**config.mk**
```make
export PLATFORM = sky130hd
export DESIGN_NAME = piecewise_linear_interpolate
export DESIGN_NICKNAME = d
export VERILOG_FILES = /design/src/hw/rtl/pli_pkg.sv /design/src/hw/rtl/piecewise_linear_interpolate.sv
export SDC_FILE = /design/constraint.sdc
export NUM_CORES = 2
export LEC_CHECK = 0
export BUFFER_PORTS_ARGS = -buffer_cell sky130_fd_sc_hd__buf_2
export CORE_ASPECT_RATIO = 1.25
export CORE_UTILIZATION = 26
export CTS_BUF_LIST = sky130_fd_sc_hd__clkbuf_8 sky130_fd_sc_hd__clkbuf_16
export CTS_CLUSTER_DIAMETER = 30
export DETAILED_ROUTE_END_ITERATION = 10
export SLEW_MARGIN = 20
export SYNTH_ARGS = -nofsm -noshare
export SYNTH_HDL_FRONTEND = slang
export SYNTH_SLANG_ARGS = --single-unit
```
**constraint.sdc**
```tcl
create_clock -name clk -period 25.4 [get_ports clk]
set_input_delay 2.54 -clock clk [delete_from_list [all_inputs] [get_ports clk]]
set_output_delay 2.54 -clock clk [all_outputs]
set_load 0.02 [all_outputs]
```
**src/hw/rtl/pli_pkg.sv**
```systemverilog
// ----------------------------------------------------------------------------
// pli_pkg
// Shared types and constants for the piecewise linear interpolation table.
// ----------------------------------------------------------------------------
package pli_pkg;

    // Table geometry and word widths.
    localparam int MAX_POINTS = 16;
    localparam int IDX_W      = $clog2(MAX_POINTS);
    localparam int CNT_W      = IDX_W + 1;
    localparam int DATA_W     = 32;
    localparam int TOL_W      = 16;
    localparam int CFG_W      = 16;

    // Function codes of an input word.
    localparam logic FUNC_WRITE = 1'b0;
    localparam logic FUNC_QUERY = 1'b1;

    // Status codes of a result word.
    localparam logic [1:0] STATUS_OK         = 2'd0;
    localparam logic [1:0] STATUS_RANGE      = 2'd1;
    localparam logic [1:0] STATUS_ZERO_WIDTH = 2'd2;

    // Configuration register indexes.
    localparam logic CFG_POINT_COUNT = 1'b0;
    localparam logic CFG_EDGE_TOL    = 1'b1;

    // Input word.
    typedef struct packed {
        logic                     func;
        logic [IDX_W-1:0]         point_index;
        logic signed [DATA_W-1:0] x_value;
        logic signed [DATA_W-1:0] y_value;
    } pli_in_t;

    // Result word.
    typedef struct packed {
        logic signed [DATA_W-1:0] result_value;
        logic [1:0]               status;
    } pli_out_t;

endpackage

```
**src/hw/rtl/piecewise_linear_interpolate.sv**
```systemverilog
// ----------------------------------------------------------------------------
// piecewise_linear_interpolate
// Breakpoint table with a sequential segment scan and a serial divider.
// ----------------------------------------------------------------------------
// A breakpoint write gives no result; busy stays low. A query with two or
// more points in use (at most 16) holds busy high until its result is shown:
// the table sits in one memory with a single read port and is scanned one
// entry per cycle, then one 32x32 multiply and a 32-step restoring divider
// (one quotient bit per cycle) produce the interpolated value. A query with
// fewer than two points returns in the cycle after it is taken. Each result
// word is shown for exactly one cycle with result_valid high and cannot be
// held off by the receiver.
module piecewise_linear_interpolate (
    input  logic               clk,
    input  logic               rst_n,
    input  logic               start,
    output logic               busy,
    input  pli_pkg::pli_in_t   item,
    output logic               result_valid,
    output pli_pkg::pli_out_t  result,
    input  logic               cfg_wr_en,
    input  logic               cfg_index,
    input  logic [pli_pkg::CFG_W-1:0] cfg_data
);
    import pli_pkg::*;

    // Sequencer states.
    localparam logic [3:0] S_IDLE  = 4'd0;
    localparam logic [3:0] S_SCAN  = 4'd1;
    localparam logic [3:0] S_EVAL  = 4'd2;
    localparam logic [3:0] S_EDGE1 = 4'd3;
    localparam logic [3:0] S_PREP  = 4'd4;
    localparam logic [3:0] S_MUL   = 4'd5;
    localparam logic [3:0] S_DIVI  = 4'd6;
    localparam logic [3:0] S_DIV   = 4'd7;
    localparam logic [3:0] S_FIN   = 4'd8;

    localparam int DW = DATA_W;

    // Breakpoint memory: x in the upper half, y in the lower half.
    logic [2*DW-1:0] mem [MAX_POINTS];
    logic [2*DW-1:0] rd_data_reg;

    // Control registers.
    logic [3:0]       state_reg, state_next;
    logic [CNT_W-1:0] n_reg, n_next;
    logic [CNT_W-1:0] idx_reg, idx_next;
    logic             rd_valid_reg, rd_valid_next;
    logic [IDX_W-1:0] rd_pos_reg, rd_pos_next;
    logic             found_reg, found_next;
    logic [4:0]       cnt_reg, cnt_next;
    logic             result_valid_reg, result_valid_next;
    logic [CNT_W-1:0] point_count_reg;
    logic [TOL_W-1:0] edge_tol_reg;

    // Payload registers.
    logic signed [DW-1:0] q_reg, q_next;
    logic signed [DW-1:0] first_x_reg, first_x_next, first_y_reg, first_y_next;
    logic signed [DW-1:0] prev_x_reg, prev_x_next, prev_y_reg, prev_y_next;
    logic signed [DW-1:0] x0_reg, x0_next, x1_reg, x1_next;
    logic signed [DW-1:0] y0_reg, y0_next, y1_reg, y1_next;
    logic [DW-1:0]        dx_reg, dx_next, off_reg, off_next, dyabs_reg, dyabs_next;
    logic                 dyneg_reg, dyneg_next;
    logic [2*DW-1:0]      prod_reg, prod_next;
    logic [DW-1:0]        rem_reg, rem_next, lo_reg, lo_next;
    pli_out_t             result_reg, result_next;

    // Combinational helpers.
    logic                 accept;
    logic [CNT_W-1:0]     count_cap;
    logic signed [DW-1:0] cur_x, cur_y;
    logic signed [DW:0]   edge_diff;
    logic [DW:0]          edge_abs;
    logic signed [DW:0]   dy_full;
    logic [DW:0]          dy_mag;
    logic [2*DW-1:0]      dividend;
    logic [DW:0]          trial, trial_diff;
    logic                 trial_ge;
    logic signed [DW+1:0] final_sum;

    assign accept = start && !busy;
    assign busy   = (state_reg != S_IDLE);
    assign cur_x  = rd_data_reg[2*DW-1:DW];
    assign cur_y  = rd_data_reg[DW-1:0];

    // Table memory: written by a write word, read one entry per cycle.
    always_ff @(posedge clk)
    begin
        if (accept && item.func == FUNC_WRITE)
        begin
            mem[item.point_index] <= {item.x_value, item.y_value};
        end
        rd_data_reg <= mem[idx_reg[IDX_W-1:0]];
    end

    // Datapath helpers shared across sequencer steps.
    always_comb
    begin
        count_cap = (point_count_reg > CNT_W'(MAX_POINTS)) ? CNT_W'(MAX_POINTS)
                                                             : point_count_reg;
        if (state_reg == S_EDGE1)
        begin
            edge_diff = {q_reg[DW-1], q_reg} - {prev_x_reg[DW-1], prev_x_reg};
        end
        else
        begin
            edge_diff = {q_reg[DW-1], q_reg} - {first_x_reg[DW-1], first_x_reg};
        end
        edge_abs   = edge_diff[DW] ? (DW+1)'(-edge_diff) : edge_diff;
        dy_full    = {y1_reg[DW-1], y1_reg} - {y0_reg[DW-1], y0_reg};
        dy_mag     = dy_full[DW] ? (DW+1)'(-dy_full) : dy_full;
        dividend   = prod_reg + {(DW+1)'(0), dx_reg[DW-1:1]};
        trial      = {rem_reg, lo_reg[DW-1]};
        trial_diff = trial - {1'b0, dx_reg};
        trial_ge   = (trial >= {1'b0, dx_reg});
        if (dyneg_reg)
        begin
            final_sum = {{2{y0_reg[DW-1]}}, y0_reg} - {2'b00, lo_reg};
        end
        else
        begin
            final_sum = {{2{y0_reg[DW-1]}}, y0_reg} + {2'b00, lo_reg};
        end
    end

    // Sequencer and next-state logic.
    always_comb
    begin
        state_next        = state_reg;
        n_next            = n_reg;
        idx_next          = idx_reg;
        rd_valid_next     = 1'b0;
        rd_pos_next       = rd_pos_reg;
        found_next        = found_reg;
        cnt_next          = cnt_reg;
        result_valid_next = 1'b0;
        q_next            = q_reg;
        first_x_next      = first_x_reg;
        first_y_next      = first_y_reg;
        prev_x_next       = prev_x_reg;
        prev_y_next       = prev_y_reg;
        x0_next           = x0_reg;
        x1_next           = x1_reg;
        y0_next           = y0_reg;
        y1_next           = y1_reg;
        dx_next           = dx_reg;
        off_next          = off_reg;
        dyabs_next        = dyabs_reg;
        dyneg_next        = dyneg_reg;
        prod_next         = prod_reg;
        rem_next          = rem_reg;
        lo_next           = lo_reg;
        result_next       = result_reg;

        case (state_reg)
            S_IDLE:
            begin
                idx_next   = '0;
                found_next = 1'b0;
                if (accept && item.func == FUNC_QUERY)
                begin
                    q_next = item.x_value;
                    n_next = count_cap;
                    if (count_cap < CNT_W'(2))
                    begin
                        result_next.result_value = '0;
                        result_next.status       = STATUS_RANGE;
                        result_valid_next        = 1'b1;
                    end
                    else
                    begin
                        state_next = S_SCAN;
                    end
                end
            end

            S_SCAN:
            begin
                // Issue one read per cycle; check the entry read last cycle.
                if (idx_reg < n_reg)
                begin
                    rd_valid_next = 1'b1;
                    rd_pos_next   = idx_reg[IDX_W-1:0];
                    idx_next      = idx_reg + CNT_W'(1);
                end
                if (rd_valid_reg)
                begin
                    if (rd_pos_reg == '0)
                    begin
                        first_x_next = cur_x;
                        first_y_next = cur_y;
                    end
                    else if (prev_x_reg <= q_reg && cur_x >= q_reg)
                    begin
                        found_next = 1'b1;
                        x0_next    = prev_x_reg;
                        y0_next    = prev_y_reg;
                        x1_next    = cur_x;
                        y1_next    = cur_y;
                    end
                    prev_x_next = cur_x;
                    prev_y_next = cur_y;
                    if ({1'b0, rd_pos_reg} == n_reg - CNT_W'(1))
                    begin
                        state_next = S_EVAL;
                    end
                end
            end

            S_EVAL:
            begin
                if (found_reg)
                begin
                    if (x1_reg == x0_reg)
                    begin
                        result_next.result_value = '0;
                        result_next.status       = STATUS_ZERO_WIDTH;
                        result_valid_next        = 1'b1;
                        state_next               = S_IDLE;
                    end
                    else
                    begin
                        state_next = S_PREP;
                    end
                end
                else if (edge_abs <= {(DW+1-TOL_W)'(0), edge_tol_reg})
                begin
                    result_next.result_value = first_y_reg;
                    result_next.status       = STATUS_OK;
                    result_valid_next        = 1'b1;
                    state_next               = S_IDLE;
                end
                else
                begin
                    state_next = S_EDGE1;
                end
            end

            S_EDGE1:
            begin
                // Previous entry now holds the last point of the table.
                if (edge_abs <= {(DW+1-TOL_W)'(0), edge_tol_reg})
                begin
                    result_next.result_value = prev_y_reg;
                    result_next.status       = STATUS_OK;
                end
                else
                begin
                    result_next.result_value = '0;
                    result_next.status       = STATUS_RANGE;
                end
                result_valid_next = 1'b1;
                state_next        = S_IDLE;
            end

            S_PREP:
            begin
                dx_next    = x1_reg - x0_reg;
                off_next   = q_reg - x0_reg;
                dyneg_next = dy_full[DW];
                dyabs_next = dy_mag[DW-1:0];
                state_next = S_MUL;
            end

            S_MUL:
            begin
                prod_next  = off_reg * dyabs_reg;
                state_next = S_DIVI;
            end

            S_DIVI:
            begin
                // Quotient fits 32 bits, so the upper half starts below dx.
                rem_next   = dividend[2*DW-1:DW];
                lo_next    = dividend[DW-1:0];
                cnt_next   = 5'd31;
                state_next = S_DIV;
            end

            S_DIV:
            begin
                // One restoring step: quotient bits shift into lo_reg.
                rem_next = trial_ge ? trial_diff[DW-1:0] : trial[DW-1:0];
                lo_next  = {lo_reg[DW-2:0], trial_ge};
                cnt_next = cnt_reg - 5'd1;
                if (cnt_reg == 5'd0)
                begin
                    state_next = S_FIN;
                end
            end

            S_FIN:
            begin
                // Apply the sign of dy and saturate to 32 bits.
                if (final_sum > (DW+2)'(signed'({1'b0, {(DW-1){1'b1}}})))
                begin
                    result_next.result_value = {1'b0, {(DW-1){1'b1}}};
                end
                else if (final_sum < (DW+2)'(signed'({1'b1, {(DW-1){1'b0}}})))
                begin
                    result_next.result_value = {1'b1, {(DW-1){1'b0}}};
                end
                else
                begin
                    result_next.result_value = final_sum[DW-1:0];
                end
                result_next.status = STATUS_OK;
                result_valid_next  = 1'b1;
                state_next         = S_IDLE;
            end

            default:
            begin
                state_next = S_IDLE;
            end
        endcase
    end

    // Control state with asynchronous reset.
    always_ff @(posedge clk or negedge rst_n)
    begin
        if (!rst_n)
        begin
            state_reg        <= S_IDLE;
            n_reg            <= '0;
            idx_reg          <= '0;
            rd_valid_reg     <= 1'b0;
            rd_pos_reg       <= '0;
            found_reg        <= 1'b0;
            cnt_reg          <= '0;
            result_valid_reg <= 1'b0;
            point_count_reg  <= '0;
            edge_tol_reg     <= '0;
        end
        else
        begin
            state_reg        <= state_next;
            n_reg            <= n_next;
            idx_reg          <= idx_next;
            rd_valid_reg     <= rd_valid_next;
            rd_pos_reg       <= rd_pos_next;
            found_reg        <= found_next;
            cnt_reg          <= cnt_next;
            result_valid_reg <= result_valid_next;
            if (cfg_wr_en && cfg_index == CFG_POINT_COUNT)
            begin
                point_count_reg <= cfg_data[CNT_W-1:0];
            end
            if (cfg_wr_en && cfg_index == CFG_EDGE_TOL)
            begin
                edge_tol_reg <= cfg_data[TOL_W-1:0];
            end
        end
    end

    // Payload registers.
    always_ff @(posedge clk)
    begin
        q_reg       <= q_next;
        first_x_reg <= first_x_next;
        first_y_reg <= first_y_next;
        prev_x_reg  <= prev_x_next;
        prev_y_reg  <= prev_y_next;
        x0_reg      <= x0_next;
        x1_reg      <= x1_next;
        y0_reg      <= y0_next;
        y1_reg      <= y1_next;
        dx_reg      <= dx_next;
        off_reg     <= off_next;
        dyabs_reg   <= dyabs_next;
        dyneg_reg   <= dyneg_next;
        prod_reg    <= prod_next;
        rem_reg     <= rem_next;
        lo_reg      <= lo_next;
        result_reg  <= result_next;
    end

    assign result_valid = result_valid_reg;
    assign result       = result_reg;

    // A result word only follows a query that was taken or work in progress.
    assert property (@(posedge clk) disable iff (!rst_n)
        result_valid |-> $past(busy || (start && item.func == FUNC_QUERY)))
        else $error("result word without a query");

    // Any error status carries a zero value.
    assert property (@(posedge clk) disable iff (!rst_n)
        (result_valid && result.status != STATUS_OK) |-> result.result_value == '0)
        else $error("nonzero value with error status");

    // A breakpoint write never starts the sequencer.
    assert property (@(posedge clk) disable iff (!rst_n)
        (accept && item.func == FUNC_WRITE) |=> !busy)
        else $error("write word made the block busy");

    // The divider remainder stays below the divisor.
    assert property (@(posedge clk) disable iff (!rst_n)
        (state_reg == S_DIV) |-> rem_reg < dx_reg)
        else $error("divider remainder out of range");

endmodule
```
* Word level (Yosys, flattened, before mapping)
Memory sizes are Yosys's and may differ from the RTL's. A register that Yosys moved wholly into a read port is not among the register bits.
Cells that the tools add are included.
W data, S select, Z words.
** Storage, ports and cells
- Latch bits :: 0
- Output and inout bits :: 36
- Word-level logic and storage cells :: 144
- Bits of input ports :: 90
- RAM bits :: 1024
- Bits in registers :: 594
- Memories :: 1
- Memory bits (read-only) :: 0
** Operators by class
- Divide/modulo/power cells :: 0
- Multiply operators :: 1
- Bitwise logic cells :: 3
- Add/sub/neg operators :: 14
- Equality and inequality tests :: 21
- Reductions and logical operators :: 24
- Shift operators :: 0
- Order comparisons :: 9
- Mux-type cells :: 43
** Memories
- mem :: words 16, width 64, read ports 1, clocked after Yosys merged registers in 1, write ports 1, RTL line piecewise_linear_interpolate.sv:41 : logic [2*DW-1:0] mem [MAX_POINTS];
** Operators with widths (count)
- $mux W34 :: 7
- $pmux W34 S4 :: 1
- $mux W32 :: 4
- $pmux W32 S2 :: 2
- $sub A32 B32 Y33 :: 3
- $sub A32 B32 Y32 :: 3
- $mux W33 :: 2
- $add A64 B31 Y64 :: 1
- $mul A32 B32 Y64 :: 1
- $add A32 B33 Y34 :: 1
- $gt A34 B32 Y1 const B :: 1
- $lt A34 B32 Y1 const B :: 1
- $sub A32 B33 Y34 :: 1
- $ge A33 B32 Y1 :: 1
- $le A33 B16 Y1 :: 1
- $neg A33 Y33 :: 1
- $eq A32 B32 Y1 :: 1
- $ge A32 B32 Y1 :: 1
- $le A32 B32 Y1 :: 1
- $neg A32 Y32 :: 1
- $pmux W4 S7 :: 1
- $mux W4 :: 6
- $pmux W5 S2 :: 2
- $ne A2 B2 Y1 const B :: 9
- other kinds (29) :: 62

* Longest topological paths before layout
- Depth after elaboration :: 8
- Gate-level depth with buffers :: 32
- Depth with buffers taken out :: 30

* Worst setup path before layout
No wires, ideal clock.
- Path kind :: reg2reg
- From :: reg off_reg[22]
- To :: reg prod_reg[60], data pin
- Clock period less this slack :: 8.155 ns
- Arrival :: 7.893 ns
- Slack :: 17.245 ns
- Setup time :: 0.262 ns
- Buffers on the path :: 1
- Stages on the path, launching flop included :: 29
- Required time :: 25.138 ns
- Cell sequence :: edfxtp_1 > clkbuf_1 > and2_1 > fa_1 > inv_1 > fa_1 > fa_1 > fa_1 > inv_1 > fa_1 > fa_1 > fa_1 > inv_1 > fa_1 > inv_1 > ha_1 > a21o_1 > a21o_1 > a21o_1 > a2111oi_0 > nor3b_1 > a221oi_1 > a21oi_2 > a41o_1 > a41oi_1 > a21oi_1 > a311oi_1 > o21bai_1 > xor2_1
** Between the ends
- Cells in the longest elaborated chain, start to end :: 1
** RTL lines
- from (decl) :: RTL line piecewise_linear_interpolate.sv:62 : logic [DW-1:0] dx_reg, dx_next, off_reg, off_next, dyabs_reg, dyabs_next;
- from (signal assigned) :: RTL line piecewise_linear_interpolate.sv:369 : off_reg <= off_next;
- $mul A32 B32 Y64 :: RTL line piecewise_linear_interpolate.sv:267 : prod_next = off_reg * dyabs_reg;
- to (signal assigned) :: RTL line piecewise_linear_interpolate.sv:372 : prod_reg <= prod_next;
- to (decl) :: RTL line piecewise_linear_interpolate.sv:64 : logic [2*DW-1:0] prod_reg, prod_next;
No other way between the ends.
A chain may end at the register's enable or synchronous reset.

* Worst setup path after layout
- From :: reg off_reg[2]
- To :: reg prod_reg[62], data pin
Same word-level chain as after synthesis.

==> run summary <==
Total Routing Usage GR - 13.58%
Sequential share of the synthesized area - 44.90%
Largest family of logic cells by synthesized area - adder cells
Placed Area - 118,000 sq um
CTS Buffer Depth - 4
YS warnings - 0
Crit-path slowest cell - edfxtp_1
Area of the multi-input gates - 55,180 sq um
Die Width - 585.2 um
Post-synthesis mux area share - 6.940%
Post-synthesis xor/xnor area fraction - 2.845%
Internal Power - 6.313 mW
Postcts setup bufs - 0
Initial Util - 26.13%
Critical path required time - 25,900 ps
Drt first pass iters - 8
GRT overflow - 0
DRC - 0
Largest net degree at the start of global routing - 88
Wirelength, routed - 292,200 um
Design area - 127,600 sq um
Hpwl dp - 203,800 um
Simple-gate share of the synthesized area - 9.903%
CP top delay family - adder cells
FF-to-FF path depth - 29
Setup TNS - 0 ps
Post-synth top area cell - edfxtp_1
Worst hold stages - 0
Vias per cell - 4.621
Arrival @ worst endpoint - 10,220 ps
First-pass GRT wire length - 445,300 um
Worst Hold Slack - 423.2 ps
Cell count after synthesis - 8,791
Sequential Power Share - 38.8%
Combinational Power Share - 18.0%
FF+latch area - 49,650 sq um
Syn_nets - 10,360
WP depth - 29
Setup ws final - 15,680 ps
GP Congestion - 0.8926
Clock latency on the worst-skew pair - 830 ps
Final Core Density - 30.17%
Cts bufs inserted - 280
Wire per inst - 19.68 um
Max reg flops - 1,024
Most frequent cells in the layout - edfxtp_1 (1,571), inv_1 (1,223), fa_1 (904)
Max incr delay on CP - 1000 ps
Status - complete, no violations
Post-Syn Area - 110,500 sq um
Yosys reg bits - 1,682
PostCTS Resize Cnt - 0
Setup WS pre-CTS - 15,510 ps
Cell row count - 267
Final ANT Viol Nets - 0
Final setup violation count - 0
Clk slew on worst S/H paths - 50 ps
Crit. End Element - register
Hold Crit Class - reg2reg
RSZ-0062 raised after global routing - no
Final hold violations - 0
Tcrit/Tclk final - 38.26%
CP max FO - 18
Initial drt markers - 4,316
CP most frequent cell - fa_1
CORE AREA - 422,900 sq um
Most common cell after layout, fill and taps aside - edfxtp_1
Final Skew - 75.61 ps
Relative slew slack - 27.50%
Max-cap violations - 0
Port Buffer Count - 125
Fill cells - 42,730
Synth top area share - 42.68%
Average cell area after synthesis - 12.57 sq um
H-tree level count - 5
Psw - 2.483 mW
Leak pwr - 49.57 nW
CTS tree - done
Post-synthesis compound-gate area fraction - 7.163%
Vias - 68,610
Die area - 427,700 sq um
Chip Height - 731.0 um
Fmax - 102.9 MHz
Async set-or-reset flop fraction in the synthesized netlist - 2.794%
Setup CP Type - reg2reg
Vias in the first global route - 72,300
NumNets Final - 10,540
CP Launch Type - register
Final non-filler cell total - 14,850
Bufs and invs on worst path - 5
Synthesized-area fraction occupied by adder cells - 22.90%
Worst-margin pin slew - 1087 ps
Synth top area cells - edfxtp_1 (43%), fa_1 (16%), ha_1 (6.5%)
Switch share - 28.23%
Share of cells above drive strength 1 - 12.90%
Synth cell types - 109
Final Max Slew Viols - 0
CTS Root Cell - clkbuf_16
Post-synth EDFFs - 1,571
Pwr Total - 8.796 mW
Area grow syn2layout - 15.45%
Hold buffer count at CTS - 0
Placed cells - 14,330
Fin crit period - 9719 ps
Initial antenna violation count - 49
Power Density - 68.93 nW/um^2
IO Count - 126
Max VDD drop - 0.07221 mV
CTS sink count - 1,682
Dominant register cell in the synthesized netlist - edfxtp_1
Clk pwr share - 43.2%
[synthesized netlist by cell type, types with 25 or more instances]
cell type	count
inv_1	1204
buf_1	28
mux2_2	27
nor2_1	312
o21ai_0	210
a21oi_1	384
o221ai_2	25
nand4_1	55
a21o_1	129
clkbuf_1	316
xor2_1	134
edfxtp_1	1571
nor3_1	82
o21bai_1	47
xnor2_1	225
mux4_2	320
a31oi_1	30
o211ai_1	26
nand2_1	670
ha_1	577
and3_1	48
fa_1	904
nand3_1	92
dfrtp_1	47
o21a_1	57
and2_1	633
a211oi_1	66
nor2b_1	52
or3_1	32
dfxtp_1	64
nand2b_1	68
[worst paths after layout]
| check | startpoint | end | slack (ps) |
|---|---|---|---|
| worst max-delay path | off_reg[2] | prod_reg[62] | 15680 |
| worst min-delay path | prev_x_reg[8] | x0_reg[8] | 420 |
| worst max register to register | off_reg[2] | prod_reg[62] | 15680 |
| worst min register to register | prev_x_reg[8] | x0_reg[8] | 420 |
| max in group asynchronous | rst_n | idx_reg[2] | 23020 |
| min in group asynchronous | rst_n | result_valid | 1840 |
[logic make-up (layout without fill, tap and decap cells)]
group,after synthesis,after routing
AND/OR/NAND/NOR,2147,2147
flip-flops,1682,1682
buffers and inverters,1563,1959
adder cells (fa/ha/maj),1481,1481
AO/OA/AOI/OAI,1196,1196
multiplexers,363,363
XOR/XNOR,359,359
other,0,12
[per-layer routing]
layer  wire length [um]  track usage, %
met4              10410           4.770
met3              14500           1.895
met1             117800           16.52
met5                221               0
met2             149300           24.37
[final cells by class]
type | instances | share of cell area [%]
antenna | 12 | 0.02353
clock buffer | 297 | 5.780
clock inverter | 207 | 1.702
inverter | 1205 | 3.545
sequential | 1682 | 38.91
multi-input combinational | 5546 | 43.25
timing repair buffer | 250 | 1.259
tap | 5649 | 5.539
[power by group through the flow]
stage	registers [mW]	clock network, mW	logic, mW
4_1_cts	3.42	3.87	1.59
3_3_place_gp	3.47	0	1.58
2_1_floorplan	3.38	0	1.12
5_1_grt	3.43	3.98	1.73
3_5_place_dp	3.47	0	1.58
6_report	3.41	3.80	1.58
[worst register-to-register path, delay by kind of cell, from the launching register on]
kind	cells	cell delay [ps]
AO/OA/AOI/OAI	11	3380
adder cells (fa/ha/maj)	9	3790
buffers and inverters	5	670
flip-flops	1	1000
AND/OR/NAND/NOR	4	600
(Power assumes the default switching activity.)
